## src/rtl/core/gsp_pkg.sv

```systemverilog
// Shared widths, types and request structs of the Gauss-Seidel PageRank block.
// Used by gsp_div and gauss_seidel_pagerank; depends on nothing.
`default_nettype none
package gsp_pkg;

    localparam int MAX_NODES = 64;
    localparam int IDX_W     = $clog2(MAX_NODES);   // node number
    localparam int CNT_W     = IDX_W + 1;           // node count, holds MAX_NODES
    localparam int RANK_W    = 32;                  // rank fraction bits
    localparam int XR_W      = RANK_W + 1;          // stored rank, holds 1.0
    localparam int DIV_W     = 56;                  // divider dividend / quotient
    localparam int DEN_W     = 17;                  // divider divisor
    localparam int TERM_W    = 48;                  // d * x / deg
    localparam int PROD_W    = 50;                  // shared multiplier result
    localparam int SUM_W     = 56;                  // squared-change accumulator

    // input command codes
    typedef enum logic [1:0] {
        CMD_ADD   = 2'd0,
        CMD_RUN   = 2'd1,
        CMD_CLEAR = 2'd2,
        CMD_NONE  = 2'd3
    } t_cmd;

    // configuration register indexes
    typedef enum logic [1:0] {
        REG_NODES = 2'd0,
        REG_DAMP  = 2'd1,
        REG_TOL   = 2'd2,
        REG_ITERS = 2'd3
    } t_reg;

    // divider request and response
    typedef struct packed {
        logic               start;
        logic [DIV_W-1:0]   dividend;
        logic [DEN_W-1:0]   divisor;
    } t_div_req;

    typedef struct packed {
        logic               done;
        logic [DIV_W-1:0]   quotient;
    } t_div_rsp;

endpackage
`default_nettype wire

```

## src/rtl/core/gsp_div.sv

```systemverilog
// Restoring unsigned divider, one quotient bit per cycle.
// Depends on gsp_pkg for widths and the request/response structs.
`default_nettype none
module gsp_div (
    input  wire logic              i_clk,
    input  wire logic              i_rst_n,
    input  wire gsp_pkg::t_div_req i_req,
    output gsp_pkg::t_div_rsp      o_rsp
);

    localparam int STEP_W = $clog2(gsp_pkg::DIV_W);

    logic                        r_busy;
    logic                        r_done;
    logic [STEP_W-1:0]           r_cnt;
    logic [gsp_pkg::DIV_W-1:0]   r_num;
    logic [gsp_pkg::DEN_W-1:0]   r_rem;
    logic [gsp_pkg::DEN_W-1:0]   r_den;
    logic [gsp_pkg::DEN_W:0]     n_shift;
    logic [gsp_pkg::DEN_W:0]     n_diff;
    logic                        n_bit;

    // one trial subtract
    always_comb begin
        n_shift = {r_rem, r_num[gsp_pkg::DIV_W-1]};
        n_diff  = n_shift - {1'b0, r_den};
        n_bit   = (n_shift >= {1'b0, r_den});
    end

    always_ff @(posedge i_clk) begin
        if (!i_rst_n) begin
            r_busy <= 1'b0;
            r_done <= 1'b0;
            r_cnt  <= '0;
        end else begin
            r_done <= 1'b0;
            if (i_req.start) begin
                r_busy <= 1'b1;
                r_cnt  <= '0;
                r_num  <= i_req.dividend;
                r_den  <= i_req.divisor;
                r_rem  <= '0;
            end else if (r_busy) begin
                r_rem <= n_bit ? n_diff[gsp_pkg::DEN_W-1:0] : n_shift[gsp_pkg::DEN_W-1:0];
                r_num <= {r_num[gsp_pkg::DIV_W-2:0], n_bit};
                r_cnt <= r_cnt + STEP_W'(1);
                if (r_cnt == STEP_W'(gsp_pkg::DIV_W - 1)) begin
                    r_busy <= 1'b0;
                    r_done <= 1'b1;
                end
            end
        end
    end

    assign o_rsp.done     = r_done;
    assign o_rsp.quotient = r_num;

endmodule
`default_nettype wire

```

## config.mk

```make
export PLATFORM = sky130hd
export DESIGN_NAME = gsp_div
export DESIGN_NICKNAME = d
export VERILOG_FILES = /design/src/rtl/core/gsp_pkg.sv /design/src/rtl/core/gsp_div.sv
export SDC_FILE = /design/constraint.sdc
export NUM_CORES = 1
export LEC_CHECK = 0
export ABC_AREA = 1
export BUFFER_PORTS_ARGS = -buffer_cell sky130_fd_sc_hd__buf_2
export CORE_AREA = 2 2 101 127
export DETAILED_ROUTE_END_ITERATION = 10
export DIE_AREA = 0 0 103 129
export PLACE_DENSITY = 0.76
export SYNTH_ARGS = -nofsm -noshare
export SYNTH_HDL_FRONTEND = slang
export SYNTH_SLANG_ARGS = --single-unit
```

## constraint.sdc

```tcl
create_clock -name i_clk -period 14.7 [get_ports i_clk]
set_input_delay 0.735 -clock i_clk [delete_from_list [all_inputs] [get_ports i_clk]]
set_output_delay 0.735 -clock i_clk [all_outputs]
set_load 0.02 [all_outputs]
```

==> results of run 1 <==
routing by layer:
layer / vias to the layer above / track usage (%) / part of all wire [%]
met4: 0 / 7.74 / 2.5
met3: 21 / 4.13 / 6.6
met5: - / 0 / 0
li1: 2240 / - / -
met2: 173 / 33.8 / 50
met1: 2008 / 24.1 / 41
final cells by class:
type,instances,share of cell area [%]
Clock buffer,12,3.88
Clock inverter,4,0.433
Inverter,70,4.13
Multi-Input combinational cell,439,32.6
Sequential cell,98,45.0
Tap cell,164,3.23
Timing Repair Buffer,135,10.7
cell usage in the layout, fill, tap and decap left out, drive strengths merged:
master / count
o21ai: 4
xnor2: 2
nand2: 288
xor2: 6
nand4: 4
nor3: 4
o21bai: 3
clkbuf: 12
ha: 18
and2: 1
edfxtp: 90
a21oi: 15
nand3b: 11
buf: 135
nor3b: 1
nand3: 26
dfxtp: 8
inv: 71
clkinv: 3
nor2: 54
fa: 1
nor4: 1
how the worst max path moves through the flow:
stage | from | endpoint | slack, ns | cells after the start
2_1_floorplan | i_req[73] | r_busy | 9.38 | 6
3_3_place_gp | i_req[73] | r_num[6] | 11.42 | 5
3_5_place_dp | i_req[73] | r_num[6] | 11.38 | 5
4_1_cts | i_req[73] | r_num[31] | 11.76 | 5
5_1_grt | i_req[73] | r_num[31] | 11.55 | 5
6_report | i_req[73] | r_num[31] | 11.79 | 5
per-stage QoR:
stage | cells | power, mW | utilization [%]
final | 922 | 0.714 | 52.8
after global routing | 922 | 0.751 | 52.8
after CTS | 922 | 0.717 | 52.8
after detailed placement | 906 | 0.500 | 50.5
after global placement | 906 | 0.499 | 50.5
after floorplan | 628 | 0.457 | -
logic make-up after synthesis:
family | synth area share (%)
AOI/OAI and AO/OA | 2.29
buffers and inverters | 7.21
DFF | 53.9
and+or+nand+nor | 30.6
xor gates and xnor gates | 1.32
adders and majority gates | 4.62
registers in the layout, indices dropped and copies added, names as in the netlist:
register,cells
r_num,56
r_den,17
r_rem,17
r_cnt,6
r_busy,1
r_done,1
where the power goes:
part,total [mW],switching [mW],internal [mW]
combinational,0.154,0.0998,0.0543
sequential,0.342,0.0119,0.330
clock,0.218,0.0981,0.120
worst max-delay path, cell delays in order:
cell     delay (ns)
buf_2          0.08
buf_4          0.46
inv_2          0.11
a21oi_4        0.91
buf_4          0.56
==> flow_metrics.tcl, run 1 <==
set metrics [dict create \
    status "complete, no violations" \
    clockBufferDepth 2 \
    detail_route.iter0.violations 288 \
    dr.pass1.iters 5 \
    fp.dieW_um 103 \
    core-area_um2 12000 \
    cts_tree "built" \
    syn_area_um2 5310 \
    setup_viol 0 \
    fp.dieH_um 129 \
    drive_above_1_share_pct 22.2 \
    post_cts_resize_count 0 \
    synthTopCellsByCount "280 x nand2_1, 90 x edfxtp_1, 69 x inv_1" \
    yosysMostFrequentCell "nand2_1" \
    rsz0062_at_grt "no" \
    post-place-ws_ns 11.38 \
    p_leak_nw 3.20 \
    required_ns 14.69 \
    hp-start "r_cnt[5]" \
    vias 4442 \
    synth.distinct_cells 31 \
    portBuffers 132 \
    relSlewSlack_pct 23.3 \
    worstHoldPathType "flop to flop" \
    seq_area_frac_synth_pct 53.9 \
    synth-seq-cells 98 \
    fmax_ghz 0.344 \
    min_to "r_cnt[5]" \
    clk_pin_slew_ns 0.06 \
    seqCellArea_um2 2860 \
    wire_per_inst_um 13.7 \
    synth_top_area_cell "edfxtp_1" \
    finalWorstSetupSlack_ns 11.79 \
    grt_start_max_net_pins 74 \
    rows 45 \
    cellPowerDensity_nw_per_um2 112 \
    r2r-end "r_rem[1]" \
    num-fill-cells 1170 \
    timing.rr.start "r_rem[2]" \
    worst_slew_pin_slew_ns 1.15 \
    grt_pass1_vias 4299 \
    htree_levels 3 \
    grt_overflow 0 \
    ys_async_sr_fraction_pct 0 \
    min_path_cells 1 \
    grt_first_pass_wirelength_um 20100 \
    diodes 0 \
    start_kind "input pin" \
    hold_violations 0 \
    slew_violations 0 \
    avgViaCountPerCell 4.82 \
    endpoint_kind "flop" \
    antenna_found_initial 0 \
    synth_cells 628 \
    multi_input_area_um2 2070 \
    area_growth_pct 19.9 \
    route.detailed.drc 0 \
    whs_ns 0.463 \
    grt_util_all_layers_pct 19.7 \
    initial_utilization_pct 44.0 \
    crit_type "input pin to flop" \
    min_period_over_period_pct 19.8 \
    cts_root_buffer "clkbuf_16" \
    detail-route-antenna-nets 0 \
    avgSynthCellArea_um2 8.45 \
    nNetsFinal 848 \
    fin_crit_ns 2.91 \
    ctsHoldBuffers 0 \
    arrival_ns 2.89 \
    finClkSkew_ns 0.00887 \
    drv_cap 0 \
    synth_top_flop_cell "edfxtp_1" \
    io_pins 133 \
    cts_sinks 98 \
    post_cts_buffers 0 \
    rrSetupSlack_ns 12.24 \
    path_max_fanout 60 \
    dp_hpwl_um 9540 \
    drt-total-wl_um 12600 \
    synth_area_leaders "edfxtp_1 51%, nand2_1 20%, inv_1 4.9%" \
    finalInstanceArea_um2 6360 \
    synth-edff-count 90 \
    dpl_cell_area_um2 6090 \
    die_area_um2 13300 \
    clk_latency_ns 0.34 \
    cts_inserted_buffers 9 \
    place_congestion 0.951 \
    synth_top_area_share_pct 50.9 \
    r2r_cells 10 \
    setup_tns_ns 0 \
    yosysWarningCount 0 \
    irDropWorstVdd_uv 68.1 \
    synthesis.nets 723 \
]
No activity file was read; power rests on OpenSTA's default activity.
==> inputs of run 2 (changes only) <==
ABC_AREA = 0   (was 1)
CORE_AREA = 2 2 97 123   (was 2 2 101 127)
DIE_AREA = 0 0 99 125   (was 0 0 103 129)
PLACE_DENSITY = 0.79   (was 0.76)
clock period = 2.4 ns   (was 14.7 ns; I/O delays follow)
==> run 2 against run 1 <==
  * The flow now finishes with violations (negative setup slack)
  * Sequential power grew to 6.1 times the previous value
  * Synthesized cell count is 42% lower
  * Combinational power grew to 6.7 times the previous value
  * First-iteration DRC count is 37% lower
  * Critical path depth is 6 higher
  * Clock power grew to 6.4 times the previous value
  * Register-to-register slack worse by 12 ns
  * Routed wire length is 11% lower
  * Total power grew to 6.3 times the previous value
  * Highest routed layer unchanged
  * Clock-buffer cell count is 3 lower
  * Via count is 20% lower
  * Core utilization is 4.0 points higher
==> flow_metrics.tcl, run 2 <==
set metrics [dict create \
    status "finished, violations left" \
    violations "negative setup slack" \
    num-fill-cells 886 \
    dr.pass1.iters 4 \
    vias 3569 \
    irDropWorstVdd_uv 471 \
    cpLargestDelayFamily "compound AO/OA/AOI/OAI gates" \
    rsz0062_at_grt "yes" \
    top_register "r_num" \
    finalWorstSetupSlack_ns -0.149 \
    seq_area_frac_synth_pct 58.0 \
    hold_violations 0 \
    setup_viol 17 \
    rows 44 \
    endpoint_kind "flop" \
    cts_inserted_buffers 9 \
    antenna_found_initial 0 \
    detail_route.iter0.violations 182 \
    slew_violations 0 \
    fin_crit_ns 2.55 \
    cts_root_buffer "clkbuf_16" \
    drive_above_1_share_pct 44.4 \
    detail-route-antenna-nets 0 \
    core-area_um2 11300 \
    path_max_fanout 8 \
    postLayoutCoreUtil_pct 56.8 \
    fp.dieW_um 99 \
    start_kind "flop" \
    synth-seq-cells 98 \
    die_area_um2 12400 \
    diodes 0 \
    gr-usage-met1_pct 22.1 \
    clk_pin_slew_ns 0.07 \
    finClkSkew_ns 0.00906 \
    io_pins 133 \
    fmax_ghz 0.392 \
    cellPowerDensity_nw_per_um2 703 \
    post-place-ws_ns -0.158 \
    p_leak_nw 2.66 \
    synth_top_area_cell "edfxtp_1" \
    cts_tree "built" \
    worstHoldPathType "input pin to flop" \
    grt_start_max_net_pins 69 \
    yosysMostFrequentCell "edfxtp_1" \
    synth-edff-count 90 \
    min_period_over_period_pct 106 \
    drv_cap 0 \
    initial_utilization_pct 43.7 \
    required_ns 2.49 \
    avgViaCountPerCell 5.26 \
    reg.largest.list "r_num x56, r_den x17, r_rem x17" \
    route.detailed.drc 0 \
    wire_per_inst_um 16.4 \
    cts_sinks 98 \
    htree_levels 3 \
    cp.buffers_inverters 3 \
    grt_overflow 0 \
    ys_async_sr_fraction_pct 0 \
    nNetsFinal 630 \
    relSlewSlack_pct 75.2 \
    final_cell_mix "132 x buf_2, 90 x edfxtp_1, 55 x mux2_2" \
    cpMostUsedCell "inv_2" \
    met3_usage_pct 6.09 \
    drt-total-wl_um 11200 \
    clockBufferDepth 2 \
    clk_latency_ns 0.35 \
    synth_top_flop_cell "edfxtp_1" \
    area_growth_pct 29.8 \
    largest_register_ffs 56 \
    synthesis.nets 462 \
    grt_pass1_vias 3670 \
    crit_type "flop to flop" \
    portBuffers 132 \
    synth_cells 367 \
    grt_util_all_layers_pct 18.3 \
    synth_top_area_share_pct 54.8 \
    gr-usage-met2_pct 30.6 \
    synthTopCellsByCount "90 x edfxtp_1, 55 x mux2_2, 23 x inv_1" \
    avgSynthCellArea_um2 13.4 \
    synth.distinct_cells 48 \
    syn_area_um2 4940 \
    worst_path_max_delay_cell "edfxtp_1" \
    cp_slowest_stage_delay_ns 0.40 \
    place_congestion 0.851 \
    worst_slew_pin_slew_ns 0.370 \
    rrSetupSlack_ns -0.15 \
    arrival_ns 2.64 \
    crit_chain "inv_2, ha_4, inv_2, fa_2, a21o_1, a221oi_4, o211ai_2, a31oi_4, buf_12, mux2i_1, nor2_1" \
    dp_hpwl_um 8000 \
    grt_first_pass_wirelength_um 17900 \
    fp.dieH_um 125 \
    grt.busiest_layer "met2" \
    layout_commonest_cell "buf_2" \
    yosysWarningCount 0 \
    synth_area_leaders "edfxtp_1 55%, mux2_2 13%, ha_1 4.6%" \
]
==> run 2: cell count changes after synthesis, sizes merged, moves of 6 or more <==
cell / change
nand2: -271
nor2: -35
mux2: +55
a21o: +6
mux2i: +13
xnor2: +6
nand3b: -6
o21ai: +6
buf: -6
nand3: -23
inv: -47
==> run 2: area by class of cell <==
cell class                      instances  area [µm²]  share of cell area [%]
Sequential cell                        98        2860                    44.7
Multi-Input combinational cell        232        1950                    30.4
Timing Repair Buffer                  171        1040                    16.3
Clock buffer                            9         225                    3.52
Tap cell                              138         173                    2.70
Inverter                               23        86.3                    1.35
Clock inverter                          7        65.1                    1.02
==> run 2: logic make-up after synthesis <==
| group | share of synthesized area (%) |
|---|---|
| AND/OR/NAND/NOR | 7.73 |
| buffers and inverters | 3.22 |
| XOR/XNOR | 2.48 |
| AO/OA/AOI/OAI | 8.42 |
| adder cells (fa/ha/maj) | 4.97 |
| multiplexers | 15.2 |
| flip-flops | 58.0 |
==> run 2: layer usage <==
metal | vias to the layer above | wire (µm) | share of wire, %
met5 | - | 0 | 0
met2 | 150 | 5560 | 50
met4 | 0 | 204 | 1.8
met1 | 1689 | 4460 | 40
met3 | 17 | 928 | 8.3
li1 | 1713 | - | -
==> run 2: what timing repair did <==
action / CTS / global route
hold buffers: 17 / 0
resized for setup: 6 / 4
endpoints found under the setup margin: 17 / 18
setup buffers: 2 / 1
hold endpoints to repair: 17 / 0
gates cloned: 1 / 0
pin swaps: 5 / 6
==> run 2: worst paths after layout <==
check,start,endpoint,depth (start not counted)
worst max-delay path,r_num[55],r_rem[4],11
worst min-delay path,i_req[44],r_num[27],2
worst max register to register,r_num[55],r_rem[4],11
worst min register to register,r_cnt[5],r_cnt[5],2
==> run 2: power by group <==
part | switching (mW) | total (mW) | internal [mW] | leakage [nW]
clock network | 0.668 | 1.39 | 0.721 | 0.143
logic | 0.538 | 1.03 | 0.489 | 1.60
registers | 0.0640 | 2.09 | 2.02 | 0.924
total | 1.27 | 4.50 | 3.23 | 2.66
==> run 2: stage by stage <==
stage / TNS (ns) / hold WS [ns] / instance area [µm²] / instances / total power [mW]
after floorplan: -3.16 / 0.219 / 4960 / 367 / 2.77
after global placement: -0.749 / 0.299 / 5900 / 642 / 3.05
after detailed placement: -1.98 / 0.298 / 5900 / 642 / 3.09
after CTS: -2.03 / 0.0587 / 6410 / 678 / 4.54
after global routing: -3.62 / 0.0602 / 6410 / 678 / 4.69
final: -1.56 / 0.0665 / 6410 / 678 / 4.50
==> inputs of run 3 (changes only) <==
PLACE_DENSITY = default   (was 0.79)
PLACE_DENSITY_LB_ADDON = 0.08   (was default)
SETUP_SLACK_MARGIN = 0.4   (was default)
==> run 3 against run 2 <==
  * The flow still finishes with violations (negative setup slack)
  * Sequential power barely moved
  * Worst setup slack improved by 0.062 ns
  * Clock-buffer cell count rose by 2
  * Via count fell by 1.3%
  * Clock power rose by 4%
  * Clock skew rose by 0.0017 ns
  * Combinational power barely moved
  * Cell area rose by 1.4%
  * Critical endpoint is now r_rem[10]
==> flow_metrics.tcl, run 3 (same netlist as run 2, synthesis figures left out) <==
set metrics [dict create \
    status "finished, violations left" \
    violations "negative setup slack" \
    startpoint "r_num[55]" \
    area_growth_pct 31.7 \
    finalInstanceArea_um2 6500 \
    cts_inserted_buffers 9 \
    arrival_ns 2.58 \
    nNetsFinal 640 \
    slew_violations 0 \
    die_area_um2 12400 \
    vias 3521 \
    num-fill-cells 959 \
    endpoint_kind "flop" \
    dp.cells 654 \
    setup_viol 16 \
    multi_input_area_um2 1960 \
    cts_sinks 98 \
    portBuffers 132 \
    worst_slew_pin_slew_ns 0.452 \
    clockBufferDepth 2 \
    finalWorstSetupSlack_ns -0.0869 \
    htree_levels 3 \
    fmax_ghz 0.402 \
    diodes 0 \
    drt-total-wl_um 10700 \
    fp.dieW_um 99 \
    grt_overflow 0 \
    grt_first_pass_wirelength_um 17400 \
    fin_crit_ns 2.49 \
    min_to "r_num[1]" \
    rows 44 \
    dp_hpwl_um 7720 \
    clk_latency_ns 0.34 \
    cts_tree "built" \
    cts_root_buffer "clkbuf_16" \
    irDropWorstVdd_uv 486 \
    required_ns 2.49 \
    dr_wl_met2_um 5230 \
    finalNonFillerCells 688 \
    timing.rr.start "r_num[55]" \
    drive_above_1_share_pct 45.1 \
    finClkSkew_ns 0.0108 \
    drv_cap 0 \
    rrSetupSlack_ns -0.09 \
    core-area_um2 11300 \
    dr.pass1.iters 4 \
    fp.dieH_um 125 \
    rsz0062_at_grt "yes" \
    place_congestion 0.796 \
    met3_length_um 710 \
    clk_pin_slew_ns 0.07 \
    avgViaCountPerCell 5.12 \
    largest_register_ffs 56 \
    io_pins 133 \
    min_path_cells 2 \
    seqCellArea_um2 2860 \
    postLayoutCoreUtil_pct 57.6 \
    antenna_found_initial 0 \
    min_period_over_period_pct 104 \
    path_max_fanout 6 \
    post-place-ws_ns -0.122 \
    detail-route-antenna-nets 0 \
    r2r-end "r_rem[10]" \
    reg.largest.list "r_num x56, r_den x17, r_rem x17" \
    wire_per_inst_um 15.6 \
    initial_utilization_pct 43.7 \
    dpl_cell_area_um2 5980 \
    top_register "r_num" \
    m1WireLength_um 4540 \
    power_mw 4.59 \
    final_cell_mix "132 x buf_2, 90 x edfxtp_1, 55 x mux2_2" \
    hold_violations 0 \
    grt_start_max_net_pins 54 \
    relSlewSlack_pct 69.9 \
    routed.top_layer "met4" \
    route.detailed.drc 0 \
    crit_type "flop to flop" \
    r2r_cells 11 \
    grt_pass1_vias 3686 \
    worstHoldPathType "input pin to flop" \
    grt_util_all_layers_pct 17.6 \
    hp-start "i_req[18]" \
    detail_route.iter0.violations 87 \
    layout_commonest_cell "buf_2" \
    start_kind "flop" \
    p_leak_nw 2.72 \
    cellPowerDensity_nw_per_um2 706 \
]
run 3: cell count changes in the layout (fill, tap and decap cells not counted), sizes merged:
cell,previous run,this run
buf,154,164
clkbuf,9,11
inv,24,23
bufinv,0,1
clkinvlp,0,1
clkinv,6,3
run 3: worst max path at each step:
stage / slack (ns) / endpoint
2_1_floorplan: -0.26 / r_rem[1]
3_3_place_gp: -0.09 / r_rem[3]
3_5_place_dp: -0.12 / r_rem[6]
4_1_cts: -0.07 / r_rem[16]
5_1_grt: -0.20 / r_rem[8]
6_report: -0.09 / r_rem[10]
run 3: final cells by class:
class / instances / share of cell area (%)
inverter: 23 / 1.33
timing repair buffer: 181 / 17.2
tap: 138 / 2.66
clock inverter: 5 / 0.847
sequential: 98 / 44.1
clock buffer: 11 / 3.74
multi-input combinational: 232 / 30.2
run 3: per-layer routing:
metal / GRT usage [%] / up-vias
li1: - / 1737
met2: 28.9 / 103
met4: 6.69 / 0
met1: 21.9 / 1663
met5: 0 / -
met3: 5.31 / 18
run 3: critical path, stage by stage, from the launching register on:
cell      delay (ns)
edfxtp_1        0.40
inv_2           0.09
ha_4            0.13
inv_2           0.03
fa_2            0.33
a21o_1          0.20
a221oi_4        0.27
o211ai_2        0.14
a31oi_4         0.19
buf_4           0.19
mux2i_1         0.20
nor2_1          0.05
run 3: timing repair:
| item | in CTS | in global routing |
|---|---|---|
| pin swaps | 4 | 4 |
| setup buffers | 0 | 1 |
| setup endpoints to repair | 18 | 18 |
| hold endpoints to repair | 17 | 0 |
| hold buffers | 17 | 0 |
| resized for setup | 6 | 6 |
run 3: power by group:
group | switching, mW | internal (mW)
clock | 0.620 | 0.834
sequential | 0.0599 | 2.02
combinational | 0.541 | 0.509
total | 1.22 | 3.37
run 3: stage by stage:
stage	hold slack (ns)	TNS [ns]
after global placement	0.296	-0.746
after CTS	0.0683	-0.577
after floorplan	0.219	-3.16
after global routing	0.0733	-2.65
after detailed placement	0.298	-1.14
final	0.0803	-0.813
